## src/design/dlbb_pkg.sv

```systemverilog
`timescale 1ns / 1ps
`default_nettype none
// ----------------------------------------------------------------------------
// dlbb_pkg: shared types and constants for the depth ladder book builder
// Op codes, aggressor codes, register indices, field widths and the front-to-back command.
// ----------------------------------------------------------------------------
package dlbb_pkg;

   localparam int PRICE_W = 48;
   localparam int SIZE_W  = 24;
   localparam int TOL_W   = 40;
   localparam int SEQ_W   = 32;

   localparam logic [2:0] OP_ADD    = 3'd0;
   localparam logic [2:0] OP_MODIFY = 3'd1;
   localparam logic [2:0] OP_REMOVE = 3'd2;
   localparam logic [2:0] OP_TRADE  = 3'd3;
   localparam logic [2:0] OP_RESET  = 3'd4;

   localparam logic [1:0] AGG_BUYER  = 2'd0;
   localparam logic [1:0] AGG_SELLER = 2'd1;
   localparam logic [1:0] AGG_NONE   = 2'd2;

   localparam logic [0:0] CSR_ROW_LIMIT = 1'b0;
   localparam logic [0:0] CSR_PRICE_TOL = 1'b1;

   // command passed from the front end to the back end
   typedef struct packed {
      logic [2:0]                op;
      logic                      side;
      logic [7:0]                position;
      logic signed [PRICE_W-1:0] price;
      logic [SIZE_W-1:0]         size;
   } cmd_type;

endpackage

`default_nettype wire

```

## src/design/dlbb_front.sv

```systemverilog
`timescale 1ns / 1ps
`default_nettype none
// ----------------------------------------------------------------------------
// dlbb_front: command intake
// Accepts commands and queues them for the back end.
// ----------------------------------------------------------------------------
module dlbb_front (
   input  wire                    clock,
   input  wire                    reset,
   input  wire                    req_start,
   output logic                   req_busy,
   input  wire dlbb_pkg::cmd_type req_cmd,
   output logic                   q_valid,
   output dlbb_pkg::cmd_type      q_cmd,
   input  wire                    q_pop
);
   import dlbb_pkg::*;

   localparam int DEPTH = 2;

   cmd_type    mem_ff [DEPTH];
   logic [0:0] wp_ff, wp_in, rp_ff, rp_in;
   logic [1:0] cnt_ff, cnt_in;
   logic       push;

   assign req_busy = (cnt_ff == 2'(DEPTH));
   assign push     = req_start && !req_busy;
   assign q_valid  = (cnt_ff != 2'd0);
   assign q_cmd    = mem_ff[rp_ff];

   // advance pointers and occupancy
   always_comb begin
      wp_in  = push ? wp_ff + 1'b1 : wp_ff;
      rp_in  = q_pop ? rp_ff + 1'b1 : rp_ff;
      cnt_in = cnt_ff + {1'b0, push} - {1'b0, q_pop};
   end

   always_ff @(posedge clock) begin
      if (reset) begin
         wp_ff  <= '0;
         rp_ff  <= '0;
         cnt_ff <= '0;
      end else begin
         wp_ff  <= wp_in;
         rp_ff  <= rp_in;
         cnt_ff <= cnt_in;
      end
   end

   // store an accepted transfer
   always_ff @(posedge clock) begin
      if (push) begin
         mem_ff[wp_ff] <= req_cmd;
      end
   end

endmodule

`default_nettype wire

```

## config.mk

```make
export PLATFORM = sky130hd
export DESIGN_NAME = dlbb_front
export DESIGN_NICKNAME = d
export VERILOG_FILES = /design/src/design/dlbb_pkg.sv /design/src/design/dlbb_front.sv
export SDC_FILE = /design/constraint.sdc
export NUM_CORES = 1
export LEC_CHECK = 0
export ABC_AREA = 1
export ABC_CLOCK_PERIOD_IN_PS = 6900
export BUFFER_PORTS_ARGS = -buffer_cell sky130_fd_sc_hd__buf_2
export CORE_MARGIN = 8
export CORE_UTILIZATION = 30
export CTS_CLUSTER_DIAMETER = 80
export DETAILED_ROUTE_END_ITERATION = 16
export PLACE_DENSITY = 0.47
export SLEW_MARGIN = 5
export SYNTH_ARGS = -nofsm -noshare
export SYNTH_HDL_FRONTEND = slang
export SYNTH_SLANG_ARGS = --single-unit
export TNS_END_PERCENT = 20
```

## constraint.sdc

```tcl
create_clock -name clock -period 6.9 [get_ports clock]
set_input_delay 1.725 -clock clock [delete_from_list [all_inputs] [get_ports clock]]
set_output_delay 1.725 -clock clock [all_outputs]
set_load 0.005 [all_outputs]
```

==> results of run 1 <==
[final timing paths]
path	startpoint	to	slack, ns	depth (start not counted)
worst max-delay path	flip-flop	q_cmd[71]	2.58	3
worst min-delay path	rp_ff$_SDFFE_PP0P_	flip-flop	0.53	2
worst max register to register	cnt_ff[0]$_SDFF_PP0_	mem_ff[0][58]$_DFFE_PP_	4.29	5
worst min register to register	rp_ff$_SDFFE_PP0P_	flip-flop	0.53	2
[metal layers]
metal  routed length (um)  vias up  global-route usage (%)
met1                 6050     1578                    12.4
li1                     -     1519                       -
met4                  190        0                    4.09
met2                 6210      112                    15.1
met5                    0        -                       0
met3                 1020       16                    3.65
[layout make-up]
cell class | instances | area share [%]
Sequential cell | 173 | 62.1
Multi-Input combinational cell | 104 | 15.4
Timing Repair Buffer | 176 | 10.7
Clock buffer | 19 | 5.22
Tap cell | 280 | 4.22
Clock inverter | 13 | 1.89
Inverter | 9 | 0.437
[sequential cells by signal, indices dropped and copies added, names as in the netlist, named ones only]
signal and count:
wp_ff 1, cnt_ff 2, mem_ff 168, rp_ff 1
[power groups by stage]
stage / Sequential, mW / Clock [mW] / Combinational, mW
detailed placement: 1.32 / 0 / 0.317
global route: 1.30 / 1.03 / 0.336
finish: 1.30 / 0.954 / 0.306
CTS: 1.30 / 0.986 / 0.318
global placement: 1.32 / 0 / 0.313
floorplan: 1.31 / 0 / 0.190
[cell families after synthesis]
logic type               count (synthesis)  synth area share [%]
AO/OA/AOI/OAI                            2                 0.153
buffers and inverters                   18                  1.87
adder cells (fa/ha/maj)                  2                 0.382
multiplexers                            84                  17.9
AND/OR/NAND/NOR                         15                 0.899
flip-flops                             173                  78.7
XOR/XNOR                                 1                 0.134
[cell usage in the layout, fill, tap and decap left out]
cell,synthesis,final
dfxtp_1,5,4
mux2_2,24,24
inv_1,9,8
buf_4,0,3
edfxtp_1,168,168
mux2_4,60,60
clkinv_4,0,4
xnor2_1,1,1
buf_2,2,173
ha_1,2,2
nand3_1,2,2
inv_6,0,3
inv_8,0,2
clkinv_2,0,1
inv_4,0,1
dfxtp_4,0,1
clkinvlp_4,0,1
clkbuf_1,0,2
clkbuf_16,0,17
nand2_1,7,7
a21oi_1,2,2
nor2_1,6,5
nor2_4,0,1
bufinv_16,0,2
[tightest hold or removal path, stage by stage, from the launching register on]
cell and delay [ns]:
dfxtp_1 0.34, xnor2_1 0.09, nor2_1 0.07
==> results.toml, run 1 <==
[sta]
setup_viol = 0
slew_violations = 0
max_slew.worst_pin.slew_ns = 1.11
fin_hold_ws_ns = 0.528
fin_ws_ns = 2.58
min_period_over_period_pct = 62.6
rsz0062_at_grt = "no"
slew_headroom_pct = 25.9
min_period_ns = 4.32
fin_skew_ns = 0.00984
fin_tns_setup_ns = 0
hold_viol = 0
max_freq_mhz = 232

[logic_synthesis]
ys.flop_type = "edfxtp_1"
synth-edff-count = 168
synthArstFlopShare_pct = 0
syn_inst = 295
synth_top_area_share_pct = 77.1
yosys-top-cells-count = "edfxtp_1 (168), mux2_4 (60), mux2_2 (24), inv_1 (9)"
synthDistinctLibCells = 13
synth_seq_area_share_pct = 78.7
synth_seq_cells = 173
synth_area_per_cell_um2 = 22.2
yosysMostFrequentCell = "edfxtp_1"
synth_fp_nets = 385
synth_top_area_cell = "edfxtp_1"
synth.cell_area_mm2 = 0.00654
synth_area_leaders = "edfxtp_1 (77%), mux2_4 (14%), mux2_2 (4.1%)"
synth_warnings = 0

[place]
gp_congestion = 0.727
dp_hpwl_um = 9110
dpl-instance-area_mm2 = 0.00770
dp_slack_ns = 2.88
io_buffers = 173
dp_cells = 742

[clock_tree]
cts_buffers = 17
cts_resized = 0
cts_tree = "done"
clock_latency_ns = 0.41
postCtsSetupBuffers = 0
postCtsHoldBufs = 0
cts_buffer_depth = 2
cts.sinks = 173
cts-htree-levels = 4
clk_pin_slew_ns = 0.07
root_buffer = "clkbuf_16"

[global_routing]
grt_max_degree = 54
grt_pass1_vias = 3448
grt_pass1_wl_um = 19800
overflow = 0
track_usage_pct = 9.88
antenna_found_initial = 0

[routing]
vias_per_cell = 4.17
route.vias.total = 3225
drt_iter0_drc = 122
drc = 0
ant_nets = 0
wirelength_um = 13500
wl_per_cell_um = 17.4
first_pass_iters = 4

[worst_setup_path]
cp_slowest_stage_delay_ns = 0.94
crit_required_ns = 5.18
crit_arrival_ns = 2.59
crit_buf_inv = 2
crit_type = "flip-flop to output pin"
startpoint_type = "flip-flop"
endpoint_kind = "output pin"
worst_path_max_delay_cell = "dfxtp_4"
crit_path_max_fanout = 52
crit_family = "flip-flops"
path_cells = "buf_4, mux2_2, buf_2"

[finish]
utilization_pct = 38.4
multiInputGateArea_mm2 = 0.00128
areaGrowthSynthToFinish_pct = 26.8
area.sequential_mm2 = 0.00515
stdcell_count = 774
fin_area_mm2 = 0.00829
antenna_cells = 0
drive_gt1_share_pct = 59.3
nNetsFinal = 571
nFillCells = 2068

[power_and_ir_drop]
p_int_mw = 1.97
leakage_nw = 3.23
power_frac_seq_pct = 50.7
p_comb_share_pct = 12.0
p_per_area_mw_per_mm2 = 308
swShare_pct = 23.1
p_switching_uw = 590
p_total_mw = 2.56
p_clk_share_pct = 37.3
peakVddDrop_v = 0.000157

[floorplanning]
die-width_um = 164
core_mm2 = 0.0216
start_util_pct = 30.3
dieArea_mm2 = 0.0268
io_pins = 174
row_count = 54
die_y_um = 164

[flow_run]
maxCapViolCount = 0

[status]
status = "finished clean"

[worst_hold_path]
hold_path_class = "flip-flop to flip-flop"
Power figures use the tool's default switching activity.
==> inputs of run 2 (changes only) <==
Settings changed: ABC_CLOCK_PERIOD_IN_PS 6900 to 4340.
Clock period 6.9 ns to 4.34 ns, I/O delays scaled along.
==> run 2 against run 1 <==
Effect of this change: critical path depth did not move; count of clock-buffer cells in the layout fell by 1; worst hold slack got worse by 0.0048 ns; combinational power rose by 65%; sequential share of layout area barely moved; highest routed layer is now met5.
==> results.toml, run 2 (synthesis results as in run 1) <==
[sta]
max_slew.worst_pin.slew_ns = 0.742
fin_tns_setup_ns = 0
fin_skew_ns = 0.00775
fin_hold_ws_ns = 0.523
hold_viol = 0
max_freq_mhz = 324
rsz0062_at_grt = "no"
min_period_ns = 3.08
slew_violations = 0
setup_viol = 0
min_period_over_period_pct = 71.0
slew_headroom_pct = 50.5

[clock_tree]
cts_tree = "done"
cts_buffer_depth = 2
cts_buffers = 17
cts-htree-levels = 4
clock_latency_ns = 0.41
cts_resized = 0
root_buffer = "clkbuf_16"
postCtsSetupBuffers = 0
cts.sinks = 173
clk_pin_slew_ns = 0.07
postCtsHoldBufs = 0

[floorplanning]
core_mm2 = 0.0216
row_count = 54
die_y_um = 164
dieArea_mm2 = 0.0268
io_pins = 174
die-width_um = 164
start_util_pct = 30.3

[routing]
route.vias.total = 3267
drt_iter0_drc = 112
vias_per_cell = 4.22
first_pass_iters = 4
ant_nets = 0
wl_per_cell_um = 17.1
wirelength_um = 13300
drc = 0

[worst_setup_path]
crit_type = "flip-flop to output pin"
crit_path_max_fanout = 60
endpoint_kind = "output pin"
startpoint_type = "flip-flop"
crit_arrival_ns = 2.00
crit_required_ns = 3.25

[finish]
drive_gt1_share_pct = 59.4
antenna_cells = 0
final_cell_mix = "buf_2 (173), edfxtp_1 (168), mux2_4 (60)"
largest_reg_flops = 168
top_regs = "mem_ff x168, cnt_ff x2"
final_common_cell = "buf_2"
nFillCells = 2026
areaGrowthSynthToFinish_pct = 26.9
regMostFlops = "mem_ff"
nNetsFinal = 572
stdcell_count = 775

[power_and_ir_drop]
peakVddDrop_v = 0.000259
p_total_mw = 4.01
p_per_area_mw_per_mm2 = 483
leakage_nw = 3.23

[global_routing]
track_usage_pct = 9.80
globalRouteMet1Util_pct = 11.3
globalRouteMet2Util_pct = 15.7
overflow = 0
grt_max_degree = 67
grt_pass1_vias = 3539
grt_pass1_wl_um = 19700
grtUsageMet3_pct = 5.04
busiest_layer = "met2"
antenna_found_initial = 1

[place]
dp_cells = 743
io_buffers = 173
dp_hpwl_um = 9060
gp_congestion = 0.667

[status]
status = "finished clean"

[worst_hold_path]
hold_path_class = "flip-flop to flip-flop"

[flow_run]
maxCapViolCount = 0
run 2: routing by layer:
layer,vias up,wire [um],share of wire [%]
li1,1521,-,-
met1,1614,5560,42
met2,120,6280,47
met3,10,1330,10
met4,2,112,0.84
met5,-,13,0.098
run 2: stage by stage:
step / setup WS (ns) / instance area, um^2 / util, %
global placement: 1.64 / 7740 / 35.8
CTS: 1.15 / 8300 / 38.4
detailed placement: 1.62 / 7740 / 35.8
floorplan: 0.571 / 6540 / -
global route: 1.13 / 8300 / 38.4
finish: 1.26 / 8300 / 38.4
run 2: worst max-delay path: stages, from the launching register on:
cell	delay, ns
dfxtp_4	0.60
buf_12	0.42
mux2_4	0.35
buf_2	0.13
run 2: final cells by class:
cell class | count | area [um^2] | area share (%)
inverter | 9 | 36.3 | 0.437
clock buffer | 18 | 429 | 5.17
clock inverter | 14 | 133 | 1.60
multi-input combinational | 104 | 1280 | 15.4
sequential | 173 | 5150 | 62.0
tap | 280 | 350 | 4.22
timing repair buffer | 177 | 921 | 11.1
run 2: path summary, 6_finish.rpt:
kind                        start                      end  slack (ns)  cells past startpoint
max reg2reg  cnt_ff[0]$_SDFF_PP0_  mem_ff[1][58]$_DFFE_PP_        2.38                      5
min            rp_ff$_SDFFE_PP0P_                flip-flop        0.52                      2
max                     flip-flop                q_cmd[38]        1.26                      3
min reg2reg    rp_ff$_SDFFE_PP0P_                flip-flop        0.52                      2
run 2: report_power, final:
part | leakage (nW) | internal, mW | switching [mW] | total [mW]
logic | 1.35 | 0.262 | 0.243 | 0.505
registers | 1.61 | 2.00 | 0.0428 | 2.04
clock network | 0.269 | 0.803 | 0.657 | 1.46
